`src/rtl/core/opt_pkg.sv`:
```
// Shared types and constants for the ordered point table.
// Used by opt_cell, opt_count and ordered_point_table; no dependencies.
`default_nettype none

package opt_pkg;

  localparam int DEPTH    = 16;
  localparam int CNT_W    = $clog2(DEPTH + 1);
  localparam int OP_W     = 3;
  localparam int COORD_W  = 16;
  localparam int RAD_W    = 16;
  localparam int STATUS_W = 2;
  localparam int LEN_W    = 5;
  localparam int PROD_W   = 2 * COORD_W;
  localparam int SQ_W     = 2 * COORD_W - 1;   // x*x of a signed 16-bit value
  localparam int RR_W     = 2 * RAD_W;

  typedef enum logic [OP_W-1:0] {
    OP_ADD       = 3'd0,
    OP_DEL_FRONT = 3'd1,
    OP_DEL_MATCH = 3'd2,
    OP_RADIUS    = 3'd3,
    OP_CONTAINS  = 3'd4,
    OP_LENGTH    = 3'd5
  } op_e;

  typedef enum logic [STATUS_W-1:0] {
    ST_OK   = 2'd0,
    ST_MISS = 2'd1,
    ST_FULL = 2'd2
  } status_e;

  typedef enum logic [2:0] {
    S_IDLE,
    S_PROD,
    S_CMP,
    S_SUM,
    S_TOTAL,
    S_RESP
  } state_e;

  // Broadcast to every cell of the chain.
  typedef struct packed {
    logic                      add_en;
    logic                      del_front_en;
    logic                      del_match_en;
    logic signed [COORD_W-1:0] qx;
    logic signed [COORD_W-1:0] qy;
    logic [RR_W-1:0]           rr;
  } cell_ctl_t;

endpackage

`default_nettype wire

```
`src/rtl/core/opt_count.sv`:
```
// Two-stage registered population count of the in-radius flags.
// Depends on opt_pkg.
`default_nettype none

module opt_count (
  input  logic                       clk,
  input  logic [opt_pkg::DEPTH-1:0]  flags,
  output logic [opt_pkg::CNT_W-1:0]  count
);

  localparam int NGROUP = (opt_pkg::DEPTH + 3) / 4;

  logic [2:0]                grp [NGROUP];
  logic [2:0]                grp_next [NGROUP];
  logic [opt_pkg::CNT_W-1:0] total;

  always_comb begin
    for (int g = 0; g < NGROUP; g++) begin
      grp_next[g] = 3'd0;
      for (int k = 0; k < 4; k++) begin
        if (g * 4 + k < opt_pkg::DEPTH) begin
          grp_next[g] = grp_next[g] + 3'(flags[g*4+k]);
        end
      end
    end
  end

  always_comb begin
    total = '0;
    for (int g = 0; g < NGROUP; g++) begin
      total = total + opt_pkg::CNT_W'(grp[g]);
    end
  end

  always_ff @(posedge clk) begin
    for (int g = 0; g < NGROUP; g++) begin
      grp[g] <= grp_next[g];
    end
    count <= total;
  end

endmodule

`default_nettype wire

```
`config.mk`:
```
export PLATFORM = sky130hd
export DESIGN_NAME = opt_count
export DESIGN_NICKNAME = d
export VERILOG_FILES = /design/src/rtl/core/opt_pkg.sv /design/src/rtl/core/opt_count.sv
export SDC_FILE = /design/constraint.sdc
export NUM_CORES = 1
export LEC_CHECK = 0
export BUFFER_PORTS_ARGS = -buffer_cell sky130_fd_sc_hd__buf_2
export CAP_MARGIN = 0
export CORE_MARGIN = 2
export CORE_UTILIZATION = 30
export DETAILED_ROUTE_END_ITERATION = 16
export PLACE_DENSITY_LB_ADDON = 0.05
export SETUP_SLACK_MARGIN = 0.3
export SLEW_MARGIN = 10
export SYNTH_ARGS = -nofsm -noshare
export SYNTH_HDL_FRONTEND = slang
export SYNTH_SLANG_ARGS = --single-unit
export TNS_END_PERCENT = 50
```
`constraint.sdc`:
```
create_clock -name clk -period 2.1 [get_ports clk]
set_input_delay 0.105 -clock clk [delete_from_list [all_inputs] [get_ports clk]]
set_output_delay 0.105 -clock clk [all_outputs]
set_load 0.03 [all_outputs]
```
==> impl_results.md, run 1 <==
- Share of layout cells above drive strength 1: 33.7%
- Wire length per cell: 8.15 um
- Adder-cell share of the synthesized area: 42.2%
- Worst skew pair latency: 0.28 ns
- Status: finished with violations
- Final ANT Viol Nets: 0
- Critical path type: flip-flop to flip-flop
- Final worst path period share: 108%
- Synthesized instance count: 74
- # rows: 19
- Core ar.: 0.00269 mm2
- Number of global-route vias before repair: 497
- CTS tree: yes
- Setup total negative slack: -0.266 ns
- Die ar.: 0.00320 mm2
- Area growth syn-to-layout: 23.8%
- Gpl congestion: 0.613
- Final Hold Violating Endpoints: 0
- Chip Width: 56.6 um
- Clock Tree Buf Depth: 2
- Reg-to-Reg Start: grp[2][1]$_DFF_P_
- Cell area after layout: 0.00103 mm2
- Most common cell in the netlist: inv_1
- Final Power: 0.00108 W
- Largest net degree at the start of global routing: 10
- Largest family of logic cells by synthesized area: adder cells
- Hold depth: 2
- Initial Utilization: 30.9%
- Pins Over Slew Limit: 0
- Clock skew: 0.00533 ns
- Routed wire length: 1080 um
- Clock slew at reported path FFs: 0.09 ns
- Post-Synth Simple-Gate Area: 1.06%
- Hold Crit Start: flags[2]
- Leakage: 0.589 nW
- Drt first-iter violations: 2
- Worst path max stage delay: 0.52 ns
- Root buffer cell: clkbuf_4
- Power per cell area: 1050 mW/mm2
- DR vias: 499
- Final worst slack: -0.174 ns
- Setup violators final: 2
- XOR/XNOR Fraction of Synth Area: 1.06%
- Global-route wire length before repair: 1950 um
- Reg2Reg Depth: 8
- Seq cells post-synth: 17
- Avg Cell Area, Syn: 11.2 um2
- Mux contribution to synthesized area: 0%
- Synth unique cells: 8
- Slowest CP cell: fa_1
- Via density: 3.78
- Pre-antenna DRT Iters: 2
- WP data required: 2.30 ns
- Crit path max fanout: 2
- Synth Cell Area: 830 um2
- Largest area contributor in the netlist: dfxtp_1
- Synth Area in Compound Gates: 0.603%
- Antenna violations before repair: 0
- Fin nets: 141
- Final hold slack: 0.0339 ns
- Synth area leaders: dfxtp_1, fa_1, ha_1
- Critical path endpoint category: flip-flop
- Number of cells on the critical path: 8
- Critical path origin: grp[2][1]$_DFF_P_
- FMAX: 440 MHz
- Cts bufs inserted: 3
- Synth warnings: 0
- Seq/Total Area, Yosys: 41.0%
- H-tree depth: 1
- Number of remaining DRC errors: 0
- Post-Syn Nets: 113
- Min cycle time layout: 2.27 ns
- Relative slew margins: 89.9%
- Post-synth EDFFs: 0
- Synth cell count leaders: inv_1, dfxtp_1, ha_1
- Port Buffers: 21
- Max cap viols: 0
- DP Wirelength: 911 um
- Top cell type's share of synthesized area: 41.0%
- N_diodes: 0
- GRT Residual Overflow: 0
- Critical-path cell list: inv_2, fa_1, inv_1, fa_1, ha_2, inv_2, fa_2, inv_1
- Synth Flop Type: dfxtp_1
- Critical path's top delay family: adder cells
- Overall Global Routing Usage: 8.31%
- Crit path launch type: flip-flop
- FFs w/ async S/R, synth: 0%
- Worst vdd ir: 0.704 mV
- Slew @ Worst Pin: 0.153 ns
- CTS sink cnt: 17
- Die height: 56.6 um
- RSZ-0062 raised after global routing: true
- Crit path arrival time: 2.47 ns
- Failing checks: setup timing
- IO Count: 22
- HP Class: primary input to flip-flop
- Worst path bufs/invs: 4
- Placed cell areas: 981 um2
## final timing paths
| path | endpoint | slack, ns |
|---|---|---|
| setup reg to reg | count[2]$_DFF_P_ | -0.17 |
| setup / recovery | count[2]$_DFF_P_ | -0.17 |
| hold reg to reg | count[0]$_DFF_P_ | 0.48 |
| hold / removal | grp[0][0]$_DFF_P_ | 0.03 |
## sequential cells by signal (all words and copies together), names as in the netlist
| register | cells |
|---|---|
| count | 5 |
| grp | 12 |
## per-stage QoR
step,worst slack [ns],instances,utilization (%)
after global routing,-0.221,132,38.2
after global placement,-0.133,127,36.5
after CTS,-0.171,132,37.9
after detailed placement,-0.149,127,36.5
final,-0.174,132,38.2
after floorplan,-0.0998,74,-
## power breakdown
group | leakage [nW] | switching, W | internal, W
clock network | 0.0150 | 0.0000949 | 0.0000737
registers | 0.142 | 0.0000241 | 0.000413
logic | 0.432 | 0.000272 | 0.000201
total | 0.589 | 0.000391 | 0.000687
## cell families (layout without fill, tap and decap cells)
| logic type | count (synthesis) | in the layout |
|---|---|---|
| buffers and inverters | 31 | 58 |
| xor gates and xnor gates | 1 | 1 |
| adders and majority gates | 22 | 22 |
| DFF | 17 | 17 |
| AOI/OAI and AO/OA | 1 | 1 |
| and+or+nand+nor | 2 | 2 |
## final cells by class
class / count / area (um2)
Multi-Input combinational cell: 26 / 383
Inverter: 31 / 116
Timing Repair Buffer: 23 / 120
Tap cell: 31 / 38.8
Fill cell: 285 / 1660
Clock buffer: 4 / 26.3
Sequential cell: 17 / 343
## layout by cell type (no fill, tap or decap), types with 2 or more instances in the layout
| cell type | instances |
|---|---|
| buf_2 | 21 |
| buf_4 | 2 |
| clkbuf_4 | 3 |
| dfxtp_1 | 15 |
| dfxtp_2 | 2 |
| fa_1 | 9 |
| ha_1 | 11 |
| inv_1 | 28 |
| inv_2 | 3 |
## layer usage
metal | up-vias | routed length, um | track usage (%)
met5 | - | 0 | 0
met3 | 2 | 74 | 4.15
met4 | 0 | 11 | 3.06
li1 | 258 | - | -
met1 | 221 | 452 | 8.92
met2 | 18 | 537 | 14.0
## repair_timing
action	4_1_cts	5_1_grt
setup endpoints to repair	3	4
endpoints found under the hold margin	0	0
hold buffers	0	0
pin swaps	1	4
buffers inserted	1	0
gates cloned	0	0
resized for setup	1	7
## worst register-to-register path: cells and delay by family (launching register included)
family	cells	cell delay, ns
buffers and inverters	4	0.16
adder cells (fa/ha/maj)	4	1.71
flip-flops	1	0.33
(Power assumes the default switching activity.)
==> run 2, diff against run 1 <==
clock period = 2.4 ns   (was 2.1 ns; I/O delays follow)
==> run 2 against run 1 <==
Against the previous run:
- the flow now finishes without violations
- routed wire length fell by 1.5%
- sequential power fell by 13%
- register-to-register slack improved by 0.32 ns
- critical path depth did not move
- setup slack improved by 0.32 ns
- core utilization fell by 0.23 points
- worst hold slack improved by 0.019 ns
- fmax rose by 0.73%
- combinational power fell by 16%
- largest power group unchanged
==> impl_results.md, run 2 (synthesis results as in run 1) <==
- Critical path type: flip-flop to flip-flop
- Clock Tree Buf Depth: 2 (unchanged)
- Most frequent cells in the layout: inv_1, buf_2, dfxtp_1
- Port Buffers: 21 (unchanged)
- Via density: 3.86 (+2.2%)
- Power per cell area: 909 mW/mm2 (-13%)
- Pins Over Slew Limit: 0 (unchanged)
- Setup total negative slack: 0 ns (+0.266 ns)
- CTS sink cnt: 17 (unchanged)
- Final ANT Viol Nets: 0 (unchanged)
- Inst Count DP: 126 (-0.79%)
- Crit path arrival time: 2.45 ns (-0.02 ns)
- Global-route wire length before repair: 2010 um (+3.5%)
- Cts bufs inserted: 3 (unchanged)
- Number of remaining DRC errors: 0 (unchanged)
- Crit path max fanout: 2 (unchanged)
- Max cap viols: 0 (unchanged)
- H-tree depth: 1 (unchanged)
- Number of global-route vias before repair: 531 (+6.8%)
- Post-Place Setup Slack: 0.140 ns (+0.289 ns)
- Final worst path period share: 94.1% (-14 points)
- CTS tree: yes
- Worst skew pair latency: 0.28 ns (about the same)
- Chip Width: 56.6 um (unchanged)
- GRT Residual Overflow: 0 (unchanged)
- Wire length per cell: 8.03 um (-1.5%)
- Largest net degree at the start of global routing: 10 (unchanged)
- Pre-antenna DRT Iters: 2 (unchanged)
- Final Hold Violating Endpoints: 0 (unchanged)
- Fill cells: 283 (-0.70%)
- Drt first-iter violations: 5 (+3)
- Clock skew: 0.00211 ns (-0.00322 ns)
- Slew @ Worst Pin: 0.153 ns (+0.000319 ns)
- Setup violators final: 0 (-2)
- Root buffer cell: clkbuf_4
- Relative slew margins: 89.8% (about the same)
- Share of layout cells above drive strength 1: 30.7% (-3.0 points)
- Worst vdd ir: 0.515 mV (-27%)
- Routed wire length: 1060 um (-1.5%)
- Antenna violations before repair: 0 (unchanged)
- Final Power: 0.000928 W (-14%)
- DP Wirelength: 908 um (-0.36%)
- Critical path endpoint category: flip-flop
- Top flop regs: grp: 12 flops, count: 5 flops
- Non-filler cells, final: 132 (unchanged)
- Status: finished, final reports clean
- Min cycle time layout: 2.26 ns (-0.0165 ns)
- N_diodes: 0 (unchanged)
- FF/Latch Area: 342 um2 (-0.36%)
- Post-Route Utilization: 38.0% (-0.23 points)
- RSZ-0062 raised after global routing: true
- WP data required: 2.59 ns (+0.29 ns)
- Area growth syn-to-layout: 23.1%
- Commonest non-fill, non-tap cell in the layout: inv_1
- Area occupied by multi-input gates: 378 um2 (-1.3%)
- Largest register FFs: 12 (unchanged)
- Overall Global Routing Usage: 8.35% (+0.040 points)
- Die ar.: 0.00320 mm2 (unchanged)
- Die height: 56.6 um (unchanged)
- FMAX: 443 MHz (+0.73%)
- Gpl congestion: 0.635 (+3.7%)
- Fin nets: 141 (unchanged)
- Core ar.: 0.00269 mm2 (unchanged)
- Crit path launch type: flip-flop
- Final worst slack: 0.142 ns (+0.316 ns)
- # rows: 19 (unchanged)
- Initial Utilization: 30.9% (unchanged)
- IO Count: 22 (unchanged)
- HP Class: primary input to flip-flop
- Leakage: 0.590 nW (+0.17%)
- Largest Register: grp
- Clock slew at reported path FFs: 0.09 ns (about the same)
- DR vias: 510 (+2.2%)
run 2: worst paths after layout:
check | cells past startpoint | from | to | slack [ns]
worst max-delay path | 8 | grp[3][1]$_DFF_P_ | count[2]$_DFF_P_ | 0.14
worst max register to register | 8 | grp[3][1]$_DFF_P_ | count[2]$_DFF_P_ | 0.14
worst min-delay path | 2 | flags[2] | grp[0][0]$_DFF_P_ | 0.05
worst min register to register | 1 | grp[0][0]$_DFF_P_ | count[0]$_DFF_P_ | 0.48
run 2: power by group:
part | switching, W | total, W | internal [W]
clock | 0.0000824 | 0.000147 | 0.0000645
sequential | 0.0000209 | 0.000381 | 0.000360
combinational | 0.000229 | 0.000399 | 0.000170
run 2: per-layer routing:
metal  vias to the layer above  global-route usage (%)  share of wire [%]
met5                         -                       0                  0
met1                       229                    9.62                 42
met2                        20                    13.8                 48
met4                         0                    3.06                2.0
met3                         2                    3.46                8.2
li1                        259                       -                  -
run 2: per-stage QoR:
stage	instance area, um2	hold WS, ns
2_1_floorplan	830	0.250
3_3_place_gp	973	0.345
3_5_place_dp	973	0.352
4_1_cts	1010	0.0432
5_1_grt	1020	0.0434
6_report	1020	0.0529
run 2: worst max-delay path, cell delays in order (launching register included):
cell and delay, ns:
dfxtp_2 0.33, inv_2 0.03, fa_1 0.52, inv_1 0.05
fa_1 0.48, ha_2 0.19, inv_2 0.04, fa_2 0.50
inv_1 0.03
run 2: layout make-up:
type                    instances  share of cell area [%]
clock buffers                   4                    2.57
inverters                      31                    11.4
flip-flops and latches         17                    33.5
well taps                      31                    3.80
multi-input cells              26                    37.0
repair buffers                 23                    11.8
run 2: timing repair:
item                                    4_1_cts  5_1_grt
hold buffers                                  0        0
pin swaps                                     2        1
endpoints found under the setup margin        2        3
resized for setup                             5        0
setup buffers                                 1        1
==> run 3, diff against run 2 <==
CELL_PAD_IN_SITES_DETAIL_PLACEMENT = 1   (was not set)
CELL_PAD_IN_SITES_GLOBAL_PLACEMENT = 2   (was not set)
==> run 3 against run 2 <==
Against the previous run:
- fmax increased by 0.90%
- core utilization shrank 0.33 points
- die area stayed put
- via count grew 1.8%
- sequential share of layout area is 0.41 points higher
- final area is 0.86% lower
- critical path depth unchanged
- clock power about the same
- sequential power about the same
==> impl_results.md, run 3 (synthesis results as in run 1) <==
- Status: finished, final reports clean
- DR vias: 519 (+1.8%)
- Fin nets: 140 (-0.71%)
- Top flop regs: grp: 12 flops, count: 5 flops
- Final worst slack: 0.162 ns (+0.0202 ns)
- Root buffer cell: clkbuf_4
- Met1 usage: 10.5% (+0.89 points)
- Antenna violations before repair: 0 (unchanged)
- Worst path bufs/invs: 4 (unchanged)
- Pins Over Slew Limit: 0 (unchanged)
- Critical path endpoint category: flip-flop
- Die height: 56.6 um (unchanged)
- DP Wirelength: 1070 um (+18%)
- Critical path's top delay family: adder cells
- Power per cell area: 914 mW/mm2 (+0.60%)
- Share of layout cells above drive strength 1: 29.0% (-1.7 points)
- GR Util met2: 16.6% (+2.8 points)
- Post-Place Setup Slack: 0.107 ns (-0.0328 ns)
- Max cap viols: 0 (unchanged)
- Worst Setup EP: count[2]$_DFF_P_
- Setup total negative slack: 0 ns (unchanged)
- GRT Residual Overflow: 0 (unchanged)
- Reg2Reg Depth: 8 (unchanged)
- Reg-to-Reg End: count[2]$_DFF_P_
- Largest Register: grp
- Initial Utilization: 30.9% (unchanged)
- Largest register FFs: 12 (unchanged)
- Number of global-route vias before repair: 555 (+4.5%)
- Chip Width: 56.6 um (unchanged)
- WP data required: 2.60 ns (about the same)
- Routed wire length: 1210 um (+14%)
- Register-to-Register Setup Slack: 0.16 ns (+0.02 ns)
- N_diodes: 0 (unchanged)
- Final Hold Violating Endpoints: 0 (unchanged)
- Grt met3 use: 3.46% (unchanged)
- Critical path origin: grp[3][1]$_DFF_P_
- H-tree depth: 1 (unchanged)
- Critical path type: flip-flop to flip-flop
- Area growth syn-to-layout: 22.0%
- Worst skew pair latency: 0.29 ns (about the same)
- Min cycle time layout: 2.24 ns (-0.0202 ns)
- Commonest non-fill, non-tap cell in the layout: inv_1
- Leakage: 0.586 nW (-0.82%)
- Crit path arrival time: 2.44 ns (about the same)
- Critical-path cell list: inv_2, fa_1, inv_1, fa_1, ha_2, inv_1, fa_1, inv_1
- Slowest CP cell: fa_1
- RSZ-0062 raised after global routing: true
- CTS tree: yes
- Via density: 3.96 (+2.5%)
- Hold Buf Count CTS: 0 (unchanged)
- Global-route wire length before repair: 2260 um (+12%)
- Drt first-iter violations: 1 (-4)
- Final ANT Viol Nets: 0 (unchanged)
- Final worst path period share: 93.2% (-0.84 points)
- Post-Route Utilization: 37.7% (-0.33 points)
- Number of remaining DRC errors: 0 (unchanged)
- Crit path launch type: flip-flop
- Most frequent cells in the layout: inv_1, buf_2, dfxtp_1
- Clock Tree Buf Depth: 2 (unchanged)
- Largest net degree at the start of global routing: 10 (unchanged)
- Hold depth: 2 (unchanged)
- CTS sink cnt: 17 (unchanged)
- Clock skew: 0.00775 ns (+0.00564 ns)
- Worst vdd ir: 0.581 mV (+13%)
- Port Buffers: 21 (unchanged)
- Slew @ Worst Pin: 0.155 ns (+0.00113 ns)
- Wire length per cell: 9.24 um (+15%)
- Number of cells on the critical path: 8 (unchanged)
- Reg-to-Reg Start: grp[3][1]$_DFF_P_
- FMAX: 447 MHz (+0.90%)
- Crit path max fanout: 2 (unchanged)
- GRT Max-Usage Layer: met2
- # rows: 19 (unchanged)
- Setup violators final: 0 (unchanged)
- Core ar.: 0.00269 mm2 (unchanged)
- IO Count: 22 (unchanged)
- Overall Global Routing Usage: 9.32% (+0.97 points)
- Relative slew margins: 89.8% (about the same)
- Cts bufs inserted: 3 (unchanged)
- Clock slew at reported path FFs: 0.10 ns (about the same)
- Worst path max stage delay: 0.53 ns (about the same)
- Pre-antenna DRT Iters: 3 (+1)
- Gpl congestion: 0.662 (+4.3%)
- HP Class: primary input to flip-flop
- Die ar.: 0.00320 mm2 (unchanged)
run 3: changes by cell type in the layout (fill, tap and decap cells not counted), sizes merged:
cell / delta
buf: -1
run 3: routing by layer:
| metal | vias up | wire length (um) |
|---|---|---|
| met2 | 19 | 667 |
| li1 | 256 | - |
| met4 | 0 | 0 |
| met3 | 0 | 84 |
| met5 | - | 0 |
| met1 | 244 | 460 |
run 3: final cells by class:
cell class / instances / area [um2]
multi-input combinational: 26 / 375
sequential: 17 / 343
fill: 322 / 1670
timing repair buffer: 22 / 113
tap: 31 / 38.8
clock buffer: 4 / 26.3
inverter: 31 / 116
run 3: per-stage QoR:
| stage | instance area [um2] | hold WS [ns] | total power (W) | instances |
|---|---|---|---|---|
| 4_1_cts | 1000 | 0.0431 | 0.000936 | 130 |
| 2_1_floorplan | 830 | 0.250 | 0.000661 | 74 |
| 3_3_place_gp | 973 | 0.347 | 0.000769 | 126 |
| 5_1_grt | 1010 | 0.0444 | 0.00103 | 131 |
| 3_5_place_dp | 973 | 0.347 | 0.000775 | 126 |
| 6_report | 1010 | 0.0521 | 0.000925 | 131 |
run 3: worst min path at each step:
stage,start,end,slack (ns)
4_1_cts,flags[6],grp[1][0]$_DFF_P_,0.04
3_3_place_gp,flags[2],grp[0][0]$_DFF_P_,0.35
2_1_floorplan,flags[2],grp[0][0]$_DFF_P_,0.25
3_5_place_dp,flags[10],grp[2][0]$_DFF_P_,0.35
6_report,flags[2],grp[0][0]$_DFF_P_,0.05
5_1_grt,flags[6],grp[1][0]$_DFF_P_,0.04
run 3: repair_timing:
action                                  CTS  global route
pin swaps                                 3             2
gates cloned                              0             0
setup buffers                             0             1
resized for setup                         2             2
endpoints found under the setup margin    2             3
run 3: report_power, final:
part | leakage (nW) | internal (W) | switching (W)
combinational | 0.428 | 0.000161 | 0.000232
clock | 0.0150 | 0.0000646 | 0.0000851
sequential | 0.142 | 0.000361 | 0.0000213
total | 0.586 | 0.000587 | 0.000338
