`config.mk`:
```
export PLATFORM = sky130hd
export DESIGN_NAME = opt_cell
export DESIGN_NICKNAME = d
export VERILOG_FILES = /design/src/rtl/core/opt_pkg.sv /design/src/rtl/core/opt_cell.sv
export SDC_FILE = /design/constraint.sdc
export NUM_CORES = 1
export LEC_CHECK = 0
export BUFFER_PORTS_ARGS = -buffer_cell sky130_fd_sc_hd__buf_2
export CORE_ASPECT_RATIO = 0.8
export CORE_MARGIN = 5
export CORE_UTILIZATION = 60
export CTS_CLUSTER_DIAMETER = 60
export DETAILED_ROUTE_END_ITERATION = 10
export PLACE_DENSITY = 0.92
export SLEW_MARGIN = 20
export SYNTH_ARGS = -nofsm -noshare
export SYNTH_HDL_FRONTEND = slang
export SYNTH_SLANG_ARGS = --single-unit
```
`constraint.sdc`:
```
create_clock -name clk -period 20.1 [get_ports clk]
set_input_delay 4.02 -clock clk [delete_from_list [all_inputs] [get_ports clk]]
set_output_delay 4.02 -clock clk [all_outputs]
set_load 0.005 [all_outputs]
```
`src/rtl/core/opt_pkg.sv`:
```
// Shared types and constants for the ordered point table.
// Used by opt_cell, opt_count and ordered_point_table; no dependencies.
`default_nettype none

package opt_pkg;

  localparam int DEPTH    = 16;
  localparam int CNT_W    = $clog2(DEPTH + 1);
  localparam int OP_W     = 3;
  localparam int COORD_W  = 16;
  localparam int RAD_W    = 16;
  localparam int STATUS_W = 2;
  localparam int LEN_W    = 5;
  localparam int PROD_W   = 2 * COORD_W;
  localparam int SQ_W     = 2 * COORD_W - 1;   // x*x of a signed 16-bit value
  localparam int RR_W     = 2 * RAD_W;

  typedef enum logic [OP_W-1:0] {
    OP_ADD       = 3'd0,
    OP_DEL_FRONT = 3'd1,
    OP_DEL_MATCH = 3'd2,
    OP_RADIUS    = 3'd3,
    OP_CONTAINS  = 3'd4,
    OP_LENGTH    = 3'd5
  } op_e;

  typedef enum logic [STATUS_W-1:0] {
    ST_OK   = 2'd0,
    ST_MISS = 2'd1,
    ST_FULL = 2'd2
  } status_e;

  typedef enum logic [2:0] {
    S_IDLE,
    S_PROD,
    S_CMP,
    S_SUM,
    S_TOTAL,
    S_RESP
  } state_e;

  // Broadcast to every cell of the chain.
  typedef struct packed {
    logic                      add_en;
    logic                      del_front_en;
    logic                      del_match_en;
    logic signed [COORD_W-1:0] qx;
    logic signed [COORD_W-1:0] qy;
    logic [RR_W-1:0]           rr;
  } cell_ctl_t;

endpackage

`default_nettype wire

```
`src/rtl/core/opt_cell.sv`:
```
// One entry of the point chain: holds a point, squares it, compares it to
// the query and shifts toward either neighbor. Depends on opt_pkg.
`default_nettype none

module opt_cell (
  input  logic                              clk,
  input  opt_pkg::cell_ctl_t                ctl,
  input  logic                              active,
  input  logic signed [opt_pkg::COORD_W-1:0] left_x,
  input  logic signed [opt_pkg::COORD_W-1:0] left_y,
  input  logic signed [opt_pkg::COORD_W-1:0] right_x,
  input  logic signed [opt_pkg::COORD_W-1:0] right_y,
  input  logic                              hit_in,
  output logic signed [opt_pkg::COORD_W-1:0] x,
  output logic signed [opt_pkg::COORD_W-1:0] y,
  output logic                              hit_out,
  output logic                              in_rad
);

  logic signed [opt_pkg::PROD_W-1:0]    prod_x;
  logic signed [opt_pkg::PROD_W-1:0]    prod_y;
  logic [opt_pkg::SQ_W-1:0]             sq_x;
  logic [opt_pkg::SQ_W-1:0]             sq_y;
  logic [opt_pkg::RR_W-1:0]             dist2;
  logic                                 match;

  assign prod_x  = opt_pkg::PROD_W'(x) * opt_pkg::PROD_W'(x);
  assign prod_y  = opt_pkg::PROD_W'(y) * opt_pkg::PROD_W'(y);
  assign dist2   = opt_pkg::RR_W'(sq_x) + opt_pkg::RR_W'(sq_y);
  // first matching cell and everything behind it close the gap
  assign hit_out = hit_in | match;

  always_ff @(posedge clk) begin
    sq_x   <= prod_x[opt_pkg::SQ_W-1:0];
    sq_y   <= prod_y[opt_pkg::SQ_W-1:0];
    match  <= active && (x == ctl.qx) && (y == ctl.qy);
    in_rad <= active && (dist2 <= ctl.rr);
    if (ctl.add_en) begin
      x <= left_x;
      y <= left_y;
    end else if (ctl.del_front_en || (ctl.del_match_en && hit_out)) begin
      x <= right_x;
      y <= right_y;
    end
  end

endmodule

`default_nettype wire

```
==> results.env, run 1 <==
HOLD-PATH-CELL-COUNT=0
POSTSYNTHREGISTERBITS=94
SYN-NUM-NETS=3231
CRITPATHMAXSTAGEDELAY_NS=0.37
PLACEMENT.CELL_AREA_MM2=0.0239
CP-END-KIND='output pin'
DRV_CAP=0
POSTSYNTH.ASYNCRESETSHARE_PCT=0
POST_CTS.REPAIR.SETUP_BUFFERS=0
FINAL_SETUP_VIOLATION_COUNT=0
GRT_FIRST_PASS_WIRELENGTH_UM=94700
DRC=0
NUMCTSBUFFERS=9
SYNTH.TOP_CELL.AREA_SHARE_PCT=40.7
HOLD_BUFFERS=0
CRITICAL_PATH_ARRIVAL_NS=4.65
CTS.REPORTEDPATHS.CLKPINSLEW_NS=0.07
CP-STARTPOINT='hit_in'
POST-ROUTE-MIN-PERIOD_NS=8.67
CTS_REPAIR_RESIZE_COUNT=0
GRT_ANTENNA_BEFORE_REPAIR=2
WORST_SETUP_PATH_START_KIND='primary input'
WHS_NS=0.850
POSTSYNTHAREAPERCELL_UM2=9.38
DP.FINAL_HPWL_UM=47100
FIRST_ITER_VIOLATIONS=1414
SLEW_HEADROOM_PCT=32.7
NUMBER_OF_CORE_ROWS=63
DRV_SLEW=0
WORST_HOLD_PATH_TYPE='reg -> reg'
SYNTHTOLAYOUTAREAGROWTH_PCT=7.37
FIN_SETUP_TNS_NS=0
SYNTH_WARNINGS=0
GLOBAL_ROUTE.USAGE.MET2_PCT=47.7
CRIT_PATH_MAX_FANOUT=2
GR-MAX-USAGE-LAYER='met2'
FIN_SKEW_NS=0.0132
RUN_STATUS='complete, no violations'
HTREE_LEVELS=3
INITIAL_CORE_UTIL_PCT=60.7
DIE_HEIGHT_UM=183
FINAL_NETS=3363
WORST-ENDPOINT-REQUIRED_NS=16.08
CRIT_SLOWEST_CELL='sky130_fd_sc_hd__or2_2'
BUF_INV_ON_CP=2
CLOCKBUFFERDEPTH=2
SYNTH.AREA.TOP_CELLS='sky130_fd_sc_hd__fa_1 41%, sky130_fd_sc_hd__ha_1 13%, sky130_fd_sc_hd__inv_1 11%, sky130_fd_sc_hd__dfxtp_1 5.5%, sky130_fd_sc_hd__xnor2_1 4.3%'
ROUTED_WIRE_LENGTH_PER_INSTANCE_UM=19.1
SYNTH_EDF_COUNT=32
DETAILEDROUTE.FIRSTPASSITERATIONCOUNT=6
USE_MET3_PCT=8.16
GATE_FAMILY_RESPONSIBLE_FOR_THE_MOST_DELAY_ALONG_THE_WORST_PATH='simple AND/OR/NAND/NOR gates'
CLOCK_LATENCY_NS=0.39
TIMING_WORST_SETUP_PATH_TYPE='in -> out'
DOMINANT_CELL_TYPE_BY_AREA_AFTER_SYNTHESIS='sky130_fd_sc_hd__fa_1'
CTS.SINKS=94
CRIT_CHAIN='buf_2 > or2_2 > buf_2'
POST_SYNTH_MOST_FREQUENT_CELLS='665 x sky130_fd_sc_hd__inv_1, 459 x sky130_fd_sc_hd__fa_1, 234 x sky130_fd_sc_hd__ha_1'
NUMPORTBUFFERS=167
ANTENNA_VIOLATING_NETS_POST_ROUTE=0
GRT_MAX_DEGREE=34
CP_NUM_CELLS=3
PLACEABLECOREAREA_MM2=0.0371
DIE_WIDTH_UM=227
CLOCKROOTBUFFER='sky130_fd_sc_hd__clkbuf_16'
N_FILL_CELL=2712
TRITONCTS='built'
LEADING_CELL_TYPE_BY_NUMBER_OF_INSTANCES_AFTER_SYNTHESIS='sky130_fd_sc_hd__inv_1'
GRT_SETUP_UNREPAIRED='false'
GP_ROUTABILITY_CONGESTION=0.962
MAX_FREQ_MHz=115
GRT_OVERFLOW=0
POST-ROUTE-CELL-AREA_MM2=0.0242
POST_ROUTE_CELLS_DRIVE_ABOVE_1_SHARE_PCT=10.0
FP.DIEAREA_MM2=0.0416
POST_SYNTH_INST_COUNT=2404
FINALHOLDVIOLATIONS=0
WORST_PATH_MOST_REPEATED_CELL='sky130_fd_sc_hd__buf_2'
YOSYSSEQAREASHARE_PCT=9.76
FINAL.PERIOD_UTILIZATION_PCT=43.2
NUM_IO_PINS=168
GRT_USE_MET1_PCT=34.6
NUM_VIAS=17100
RR_STARTPOINT='y[2]'
SYNTH_FLOP_CELL='sky130_fd_sc_hd__dfxtp_1'
WORST-R2R-CELL-COUNT=20
SYNTH.CELL_AREA_MM2=0.0226
GRT_PASS1_VIAS=19300
VIA_TO_CELL_RATIO=5.63
YOSYSUNIQUECELLTYPES=70
GRTUSAGETOTAL_PCT=29.0
MIN_FROM='x[0]'
MAX_SLEW.WORST_PIN.SLEW_NS=1.01
FINAL_CORE_UTILIZATION_PCT=65.2
ROUTE.FINAL.WIRE_LENGTH_UM=57700
-- metal layers --
metal / share of wire (%) / up-vias / wire length, um
met5: 0 / - / 0
met4: 6.8 / 0 / 3920
met3: 9.4 / 245 / 5400
met2: 48 / 846 / 27700
met1: 36 / 8434 / 20700
li1: - / 7541 / -
-- placed cells by master (no fill, tap or decap), types with 3 or more instances in the layout --
cell / synthesis / layout
sky130_fd_sc_hd__clkbuf_16: 0 / 10
sky130_fd_sc_hd__ha_1: 234 / 234
sky130_fd_sc_hd__or2_2: 6 / 6
sky130_fd_sc_hd__fa_1: 459 / 459
sky130_fd_sc_hd__nor2b_1: 14 / 14
sky130_fd_sc_hd__inv_1: 665 / 665
sky130_fd_sc_hd__o21a_1: 23 / 23
sky130_fd_sc_hd__and2_1: 70 / 70
sky130_fd_sc_hd__o21ai_1: 9 / 9
sky130_fd_sc_hd__dfxtp_1: 62 / 62
sky130_fd_sc_hd__nand4_1: 14 / 14
sky130_fd_sc_hd__o31a_1: 3 / 3
sky130_fd_sc_hd__nor4_1: 8 / 8
sky130_fd_sc_hd__a21oi_1: 60 / 60
sky130_fd_sc_hd__nor2_1: 123 / 123
sky130_fd_sc_hd__mux2_2: 34 / 34
sky130_fd_sc_hd__a32oi_1: 3 / 3
sky130_fd_sc_hd__a21o_1: 29 / 29
sky130_fd_sc_hd__o211ai_1: 4 / 4
sky130_fd_sc_hd__and3_1: 11 / 11
sky130_fd_sc_hd__edfxtp_1: 32 / 32
sky130_fd_sc_hd__clkinv_1: 4 / 4
sky130_fd_sc_hd__a31o_2: 6 / 6
sky130_fd_sc_hd__nand2_1: 173 / 173
sky130_fd_sc_hd__nor3_1: 16 / 16
sky130_fd_sc_hd__nand3_1: 19 / 19
sky130_fd_sc_hd__nand2b_1: 15 / 15
sky130_fd_sc_hd__xor2_1: 30 / 30
sky130_fd_sc_hd__a211oi_1: 16 / 16
sky130_fd_sc_hd__xnor2_1: 111 / 111
sky130_fd_sc_hd__a31oi_1: 7 / 7
sky130_fd_sc_hd__o21ai_0: 33 / 33
sky130_fd_sc_hd__buf_2: 1 / 167
sky130_fd_sc_hd__o21bai_1: 9 / 9
sky130_fd_sc_hd__buf_4: 2 / 11
-- sequential cells by signal, summed over array words and instances (netlist names) --
register and count:
y 16, x 16, sq_x 30, sq_y 30, match 1, in_rad 1
-- logic make-up (layout without fill, tap and decap cells) --
logic type | count (synthesis) | in the layout | synth area share [%]
other cells | 0 | 2 | 0
buf+inv | 726 | 863 | 12.1
mux | 35 | 35 | 1.74
compound gates | 237 | 237 | 7.29
flops | 94 | 94 | 9.76
xor+xnor | 141 | 141 | 5.48
fa+ha+maj | 693 | 693 | 53.7
simple gates | 478 | 478 | 9.88
-- final timing paths --
check / endpoint / slack, ns
worst max register to register: sq_y[29] / 12.92
worst max-delay path: hit_out / 11.43
worst min register to register: sq_x[0] / 0.85
worst min-delay path: sq_x[0] / 0.85
-- layout make-up --
cell class              count  area, um^2  share of cell area [%]
repair buffers            178         918                    3.79
inverters                 669        2510                    10.4
well taps                 487         609                    2.52
clock inverters             5        86.3                   0.357
clock buffers              11         264                    1.09
multi-input cells        1584       17600                    72.8
diodes                      2        5.00                  0.0207
flip-flops and latches     94        2200                    9.09
-- through the flow --
step / worst slack [ns] / std cells
detailed placement: 11.45 / 3012
floorplan: 11.78 / 2404
finish: 11.43 / 3030
global placement: 11.44 / 3012
CTS: 11.45 / 3028
global route: 11.46 / 3029
Power of run 1 is left out: the tool's default activity adds up to more than one toggle a clock period on the data nets, which glitch-free logic cannot reach.
==> inputs of run 2 (changes only) <==
Settings changed: CORE_UTILIZATION 60 to 58.
Clock period 20.1 ns to 7.3 ns, I/O delays scaled along.
==> run 2 against run 1 <==
  * Critical path depth rose by 20
  * Design area rose by 0.15%
  * Worst hold slack got worse by 0.12 ns
  * First-iteration DRC count shrank 14%
  * Clock skew shrank 0.0031 ns
  * Critical path type is now reg -> reg
  * Critical endpoint is now sq_y[29]
==> results.env, run 2 (synthesis results as in run 1) <==
DETAILEDROUTE.FIRSTPASSITERATIONCOUNT=6  # unchanged
DIE_HEIGHT_UM=186  # +1.6%
WORST_SETUP_PATH_START_KIND='flip-flop'
SYNTHTOLAYOUTAREAGROWTH_PCT=7.53
DIE_WIDTH_UM=230  # +1.6%
CLOCK_LATENCY_NS=0.39  # about the same
GRT_ANTENNA_BEFORE_REPAIR=2  # unchanged
NUMCTSBUFFERS=9  # unchanged
DRV_CAP=0  # unchanged
FINAL_SETUP_VIOLATION_COUNT=0  # unchanged
GP_ROUTABILITY_CONGESTION=0.955  # -0.77%
GRT_PASS1_VIAS=19300  # -0.38%
FINAL_WORST_SLACK_NS=0.399  # -11.03 ns
CRITICAL_PATH_ARRIVAL_NS=7.21  # +2.56 ns
WHS_NS=0.735  # -0.115 ns
CTS_REPAIR_RESIZE_COUNT=0  # unchanged
GRT_OVERFLOW=0  # unchanged
DRV_SLEW=0  # unchanged
FIN_SKEW_NS=0.0101  # -0.00308 ns
CLOCKBUFFERDEPTH=2  # unchanged
MOST_COMMON_CELL_AFTER_LAYOUT_FILL_AND_TAPS_ASIDE='sky130_fd_sc_hd__inv_1'
WORST_HOLD_PATH_TYPE='reg -> reg'
LARGEST_REGISTERS='sq_x (30), sq_y (30)'
INITIAL_CORE_UTIL_PCT=58.8  # -1.9 points
HOLD-PATH-CELL-COUNT=1  # +1
CRIT_CHAIN='clkinvlp_4 > nor2_1 > inv_1 > fa_1 > inv_1 > fa_1 > inv_1 > fa_1 > inv_1 > fa_1 > fa_1 > inv_1 > fa_1 > inv_1 > ha_1 > o21ai_0 > o21bai_1 > a221oi_1 > o21ai_0 > a211oi_1 > nor2_1 > o41ai_1 > xnor2_1'
GRT_SETUP_UNREPAIRED='false'
NUMBER_OF_CORE_ROWS=64  # +1.6%
POST-ROUTE-MIN-PERIOD_NS=6.90
FINALHOLDVIOLATIONS=0  # unchanged
DRC=0  # unchanged
MAX_SLEW.WORST_PIN.SLEW_NS=1.03  # +0.0162 ns
NUMPORTBUFFERS=167  # unchanged
GRT_FIRST_PASS_WIRELENGTH_UM=93600  # -1.1%
CLOCKROOTBUFFER='sky130_fd_sc_hd__clkbuf_16'
PLACEABLECOREAREA_MM2=0.0384  # +3.3%
WORST-ENDPOINT-REQUIRED_NS=7.61  # -8.47 ns
CRIT_SLOWEST_CELL='sky130_fd_sc_hd__edfxtp_1'
VIA_TO_CELL_RATIO=5.59  # -0.70%
FP.DIEAREA_MM2=0.0430  # +3.3%
RUN_STATUS='complete, no violations'
LAYOUT_COMMON_CELLS='665 x sky130_fd_sc_hd__inv_1, 459 x sky130_fd_sc_hd__fa_1, 234 x sky130_fd_sc_hd__ha_1'
RRSETUPSLACK_NS=0.40  # -12.52 ns
GRT_MAX_DEGREE=34  # unchanged
CRITPATHMAXSTAGEDELAY_NS=0.77  # +0.40 ns
TIMING_WORST_SETUP_PATH_TYPE='reg -> reg'
WORST-R2R-CELL-COUNT=23  # +15%
ROUTED_WIRE_LENGTH_PER_INSTANCE_UM=18.9  # -0.68%
CP-END-KIND='flip-flop'
NUM_IO_PINS=168  # unchanged
MAX_FREQ_MHz=145
PRE_CTS_WORST_SETUP_SLACK_NS=0.467  # -10.98 ns
CP-STARTPOINT='y[12]'
DP.FINAL_HPWL_UM=48200  # +2.3%
ANTENNA_VIOLATING_NETS_POST_ROUTE=0  # unchanged
GATE_FAMILY_RESPONSIBLE_FOR_THE_MOST_DELAY_ALONG_THE_WORST_PATH='adder cells'
POST_ROUTE_CELLS_DRIVE_ABOVE_1_SHARE_PCT=10.3  # +0.29 points
FIRST_ITER_VIOLATIONS=1216  # -14%
FIN_SETUP_TNS_NS=0  # unchanged
TRITONCTS='built'
RR_STARTPOINT='y[12]'
HTREE_LEVELS=3  # unchanged
BUF_INV_ON_CP=7  # +5
CRITICAL_PATH.REG2REG.ENDPOINT='sq_y[29]'
POST_CTS.REPAIR.SETUP_BUFFERS=0  # unchanged
HOLD-PATH-ENDPOINT='sq_y[0]'
CTS.SINKS=94  # unchanged
CTS.REPORTEDPATHS.CLKPINSLEW_NS=0.08  # about the same
NUM_VIAS=17000  # -0.21%
ROUTE.FINAL.WIRE_LENGTH_UM=57600  # -0.18%
FINAL.PERIOD_UTILIZATION_PCT=94.5
SLEW_HEADROOM_PCT=31.6  # -1.1 points
GRTUSAGETOTAL_PCT=27.2  # -1.9 points
CRIT_PATH_MAX_FANOUT=11  # +9
HOLD_BUFFERS=0  # unchanged
MIN_FROM='y[0]'
FINAL_NETS=3370  # +0.21%
## run 2: layer usage
metal | vias up | wire length [um] | GRT usage [%]
li1 | 7556 | - | -
met1 | 8510 | 21000 | 33.2
met2 | 799 | 28400 | 46.2
met3 | 165 | 4820 | 5.41
met4 | 0 | 3370 | 13.5
met5 | - | 0 | 0
## run 2: final cells by class
class                           instances  area [um^2]
Clock buffer                           12          289
Tap cell                              495          619
Clock inverter                          4         31.3
Timing Repair Buffer                  185          971
Inverter                              669         2510
Fill cell                            2862        14100
Multi-Input combinational cell       1584        17600
Sequential cell                        94         2200
Antenna cell                            2         5.00
## run 2: how the worst max path moves through the flow
stage                     to  depth (start not counted)  slack [ns]
floorplan           sq_y[29]                         22        0.94
global placement    sq_y[29]                         23        0.69
detailed placement  sq_y[29]                         23        0.47
CTS                 sq_y[29]                         23        0.45
global route        sq_y[29]                         23       0.001
finish              sq_y[29]                         23        0.40
## run 2: per-stage QoR
step                std cells  utilization [%]  instance area [um^2]
finish                   3045             63.2                 24200
global route             3045             63.2                 24200
CTS                      3043             63.2                 24200
detailed placement       3027             62.4                 23900
global placement         3027             62.4                 23900
floorplan                2404                -                 22600
Power of run 2 is left out for the same reason.
==> inputs of run 3 (changes only) <==
Settings changed: ABC_AREA from default to 1, CELL_PAD_IN_SITES_DETAIL_PLACEMENT from default to 1, CELL_PAD_IN_SITES_GLOBAL_PLACEMENT from default to 2, CORE_UTILIZATION 58 to 34, PLACE_DENSITY 0.92 to 0.91, RECOVER_POWER from default to 100.
==> run 3 against run 2 <==
  * Cell count increased by 38%
  * Fmax increased by 5.0%
  * Die area increased by 80%
  * Flip-flop and latch count unchanged
  * Critical endpoint is now sq_y[27]
  * Wire length increased by 30%
  * The flow now finishes with violations (max-capacitance violations, max-slew violations)
  * Utilization decreased by 26 points
  * Design area increased by 9.0%
  * Global-route usage decreased by 7.4 points
  * First-iteration DRC count decreased by 16%
  * Synthesized cell count increased by 31%
  * Worst setup slack improved by 0.33 ns
==> results.env, run 3 <==
CLOCKBUFFERDEPTH=2  # unchanged
DRV_CAP=1  # +1
DIE_WIDTH_UM=310  # +34%
FIN_SETUP_TNS_NS=0  # unchanged
WORST-ENDPOINT-REQUIRED_NS=7.65  # +0.04 ns
GRT_ANTENNA_BEFORE_REPAIR=2  # unchanged
NUMPORTBUFFERS=167  # unchanged
LARGEST_FAMILY_OF_LOGIC_CELLS_BY_SYNTHESIZED_AREA='adder cells'
DOMINANT_CELL_TYPE_BY_AREA_AFTER_SYNTHESIS='sky130_fd_sc_hd__fa_1'
SYNTH.AREA.TOP_CELLS='sky130_fd_sc_hd__fa_1 38%, sky130_fd_sc_hd__inv_1 14%, sky130_fd_sc_hd__ha_1 12%, sky130_fd_sc_hd__nand2_1 11%, sky130_fd_sc_hd__dfxtp_1 5.1%'
VIA_TO_CELL_RATIO=4.71  # -16%
FIN_SKEW_NS=0.0216  # +0.0115 ns
YOSYSUNIQUECELLTYPES=52  # -26%
LARGEST_REGISTERS='sq_x (30), sq_y (30)'
SYNTHSIMPLEGATEAREAFRAC_PCT=18.0  # +8.1 points
SLEW_HEADROOM_PCT=-15.4  # -47 points
N_FILL_CELL=8860  # +210%
SYNTH.CELL_AREA_MM2=0.0244  # +8.2%
CLOCKROOTBUFFER='sky130_fd_sc_hd__clkbuf_16'
SYN-NUM-NETS=3965  # +23%
SYNTHESIZED_AREA_FRACTION_OCCUPIED_BY_XOR_AND_XNOR_CELLS_PCT=3.05  # -2.4 points
WORST-R2R-CELL-COUNT=20  # -13%
GRTUSAGETOTAL_PCT=19.8  # -7.4 points
WORST_HOLD_PATH_TYPE='reg -> reg'
PLACEABLECOREAREA_MM2=0.0709  # +85%
SYNTH_FA_HA_AREA_SHARE_PCT=49.6  # -4.1 points
DESTINATION_OF_THE_CRITICAL_TIMING_PATH='sq_y[27]'
NUM_IO_PINS=168  # unchanged
DETAILEDROUTE.FIRSTPASSITERATIONCOUNT=5  # -1
DRV_SLEW=33  # +33
YOSYSSEQAREASHARE_PCT=9.02  # -0.74 points
POST_SYNTH_INST_COUNT=3138  # +31%
LEADING_CELL_TYPE_BY_NUMBER_OF_INSTANCES_AFTER_SYNTHESIS='sky130_fd_sc_hd__inv_1'
FINALHOLDVIOLATIONS=0  # unchanged
DP.FINAL_HPWL_UM=66600  # +38%
TRITONCTS='built'
CRIT_PATH_MAX_FANOUT=13  # +2
POSTSYNTH.ASYNCRESETSHARE_PCT=0  # unchanged
CLOCK_LATENCY_NS=0.40  # about the same
RRSETUPSLACK_NS=0.73  # +0.33 ns
FINAL.PERIOD_UTILIZATION_PCT=90.0  # -4.5 points
GRT_SETUP_UNREPAIRED='false'
POST-ROUTE-MIN-PERIOD_NS=6.57  # -0.330 ns
POST_CTS.REPAIR.SETUP_BUFFERS=0  # unchanged
NUMCTSBUFFERS=9  # unchanged
LAYOUT_COMMON_CELLS='896 x sky130_fd_sc_hd__inv_1, 745 x sky130_fd_sc_hd__nand2_1, 459 x sky130_fd_sc_hd__fa_1'
ROUTE.FINAL.WIRE_LENGTH_UM=74800  # +30%
FINAL_SETUP_VIOLATION_COUNT=0  # unchanged
GRT_PASS1_VIAS=22200  # +15%
WORST_SETUP_PATH_START_KIND='flip-flop'
HTREE_LEVELS=3  # unchanged
SYNTH_FLOP_CELL='sky130_fd_sc_hd__dfxtp_1'
SYNTH.TOP_CELL.AREA_SHARE_PCT=37.6  # -3.1 points
MOST_COMMON_CELL_AFTER_LAYOUT_FILL_AND_TAPS_ASIDE='sky130_fd_sc_hd__inv_1'
FP.DIEAREA_MM2=0.0773  # +80%
RR_STARTPOINT='y[7]'
GP_ROUTABILITY_CONGESTION=0.919  # -3.8%
CP-STARTPOINT='y[7]'
MUXSHAREOFSYNTHAREA_PCT=0.0461  # -1.7 points
SYNTH-COMPOUND-AREA-SHARE_PCT=5.15  # -2.1 points
MAX_SLEW.WORST_PIN.SLEW_NS=1.73  # +0.705 ns
MULTIINPUTGATEAREA_MM2=0.0185  # +5.0%
TIMING_WORST_SETUP_PATH_TYPE='reg -> reg'
HOLD_BUFFERS=0  # unchanged
ANTENNA_VIOLATING_NETS_POST_ROUTE=0  # unchanged
CP-END-KIND='flip-flop'
SYNTHTOLAYOUTAREAGROWTH_PCT=8.33
HOLD-PATH-CELL-COUNT=1  # unchanged
CRITICAL_PATH_ARRIVAL_NS=6.92  # -0.29 ns
CTS.SINKS=94  # unchanged
SYNTH_WARNINGS=0  # unchanged
PRE_CTS_WORST_SETUP_SLACK_NS=0.847  # +0.381 ns
POST_ROUTE_CELLS_DRIVE_ABOVE_1_SHARE_PCT=6.07  # -4.3 points
NUMBER_OF_CORE_ROWS=87  # +36%
DIE_HEIGHT_UM=250  # +34%
GRT_OVERFLOW=0  # unchanged
SYNTH_EDF_COUNT=32  # unchanged
VIOLATIONS='max-capacitance violations, max-slew violations'
CRITICAL_PATH.REG2REG.ENDPOINT='sq_y[27]'
FIRST_ITER_VIOLATIONS=1022  # -16%
MAX_FREQ_MHz=152  # +5.0%
NUM_VIAS=19800  # +16%
FF_LATCH_AREA_MM2=0.00220  # unchanged
GRT_MAX_DEGREE=34  # unchanged
POST_SYNTH_MOST_FREQUENT_CELLS='896 x sky130_fd_sc_hd__inv_1, 745 x sky130_fd_sc_hd__nand2_1, 459 x sky130_fd_sc_hd__fa_1'
CTS.REPORTEDPATHS.CLKPINSLEW_NS=0.08  # about the same
INITIAL_CORE_UTIL_PCT=34.4  # -24 points
RUN_STATUS='complete, but fails checks'
ROUTED_WIRE_LENGTH_PER_INSTANCE_UM=17.8  # -5.9%
GRT_FIRST_PASS_WIRELENGTH_UM=122000  # +30%
POSTSYNTHREGISTERBITS=94  # unchanged
CTS_REPAIR_RESIZE_COUNT=0  # unchanged
FINAL_NETS=4085  # +21%
POSTSYNTHAREAPERCELL_UM2=7.78  # -17%
FINAL_WORST_SLACK_NS=0.728  # +0.330 ns
DRC=0  # unchanged
[run 3: cell count changes in the layout (fill, tap and decap cells not counted), sizes merged, moves of 27 or more]
cell    delta
a21oi     +52
clkbuf    +27
and2      -70
mux2      -33
nand2    +575
buf       -30
xnor2     -92
xor2      +36
nand3     +74
inv      +234
[run 3: layer usage]
layer | vias up | wire length, um | GRT usage, %
li1 | 9456 | - | -
met1 | 9823 | 36500 | 28.6
met2 | 450 | 33000 | 31.7
met3 | 51 | 4260 | 3.83
met4 | 2 | 995 | 3.02
met5 | - | 11 | 0
[run 3: final cells by class]
type | count | area share, %
Sequential cell | 94 | 8.33
Antenna cell | 1 | 0.00946
Tap cell | 934 | 4.42
Timing Repair Buffer | 185 | 3.45
Multi-Input combinational cell | 2071 | 69.9
Inverter | 897 | 12.7
Clock buffer | 9 | 0.852
Clock inverter | 7 | 0.279
[run 3: kinds of logic after synthesis]
group           Yosys count
fa+ha+maj               693
xor+xnor                 85
simple gates           1069
compound gates          223
flops                    94
mux                       1
buf+inv                 973
[run 3: worst min-delay path by stage]
| stage | to | startpoint |
|---|---|---|
| finish | sq_y[0] | y[0] |
| global route | sq_y[0] | y[0] |
| CTS | sq_y[0] | y[0] |
| detailed placement | sq_y[0] | y[0] |
| global placement | sq_y[0] | y[0] |
| floorplan | sq_x[0] | x[0] |
[run 3: critical path, cell delays in order, from the launching register on]
cell	delay, ns
sky130_fd_sc_hd__edfxtp_1	0.47
sky130_fd_sc_hd__clkbuf_1	0.73
sky130_fd_sc_hd__nand2_1	0.35
sky130_fd_sc_hd__fa_1	0.62
sky130_fd_sc_hd__inv_1	0.14
sky130_fd_sc_hd__fa_1	0.51
sky130_fd_sc_hd__inv_1	0.07
sky130_fd_sc_hd__fa_1	0.55
sky130_fd_sc_hd__inv_1	0.06
sky130_fd_sc_hd__fa_1	0.47
sky130_fd_sc_hd__inv_1	0.05
sky130_fd_sc_hd__fa_1	0.49
sky130_fd_sc_hd__inv_1	0.05
sky130_fd_sc_hd__fa_1	0.43
sky130_fd_sc_hd__ha_1	0.41
sky130_fd_sc_hd__nand2_1	0.15
sky130_fd_sc_hd__nor4_1	0.44
sky130_fd_sc_hd__o21ai_0	0.27
sky130_fd_sc_hd__nand3_1	0.15
sky130_fd_sc_hd__nand2_1	0.06
sky130_fd_sc_hd__nand2_1	0.05
[run 3: stage by stage]
| step | cell area, um^2 | hold slack [ns] | utilization, % | cells |
|---|---|---|---|---|
| 5_1_grt | 26400 | 0.763 | 37.3 | 4197 |
| 6_report | 26400 | 0.764 | 37.3 | 4198 |
| 4_1_cts | 26500 | 0.748 | 37.4 | 4197 |
| 2_1_floorplan | 24400 | 0.369 | - | 3138 |
| 3_3_place_gp | 26200 | 0.730 | 37.0 | 4181 |
| 3_5_place_dp | 26200 | 0.738 | 37.0 | 4181 |
Power of run 3 is left out for the same reason.
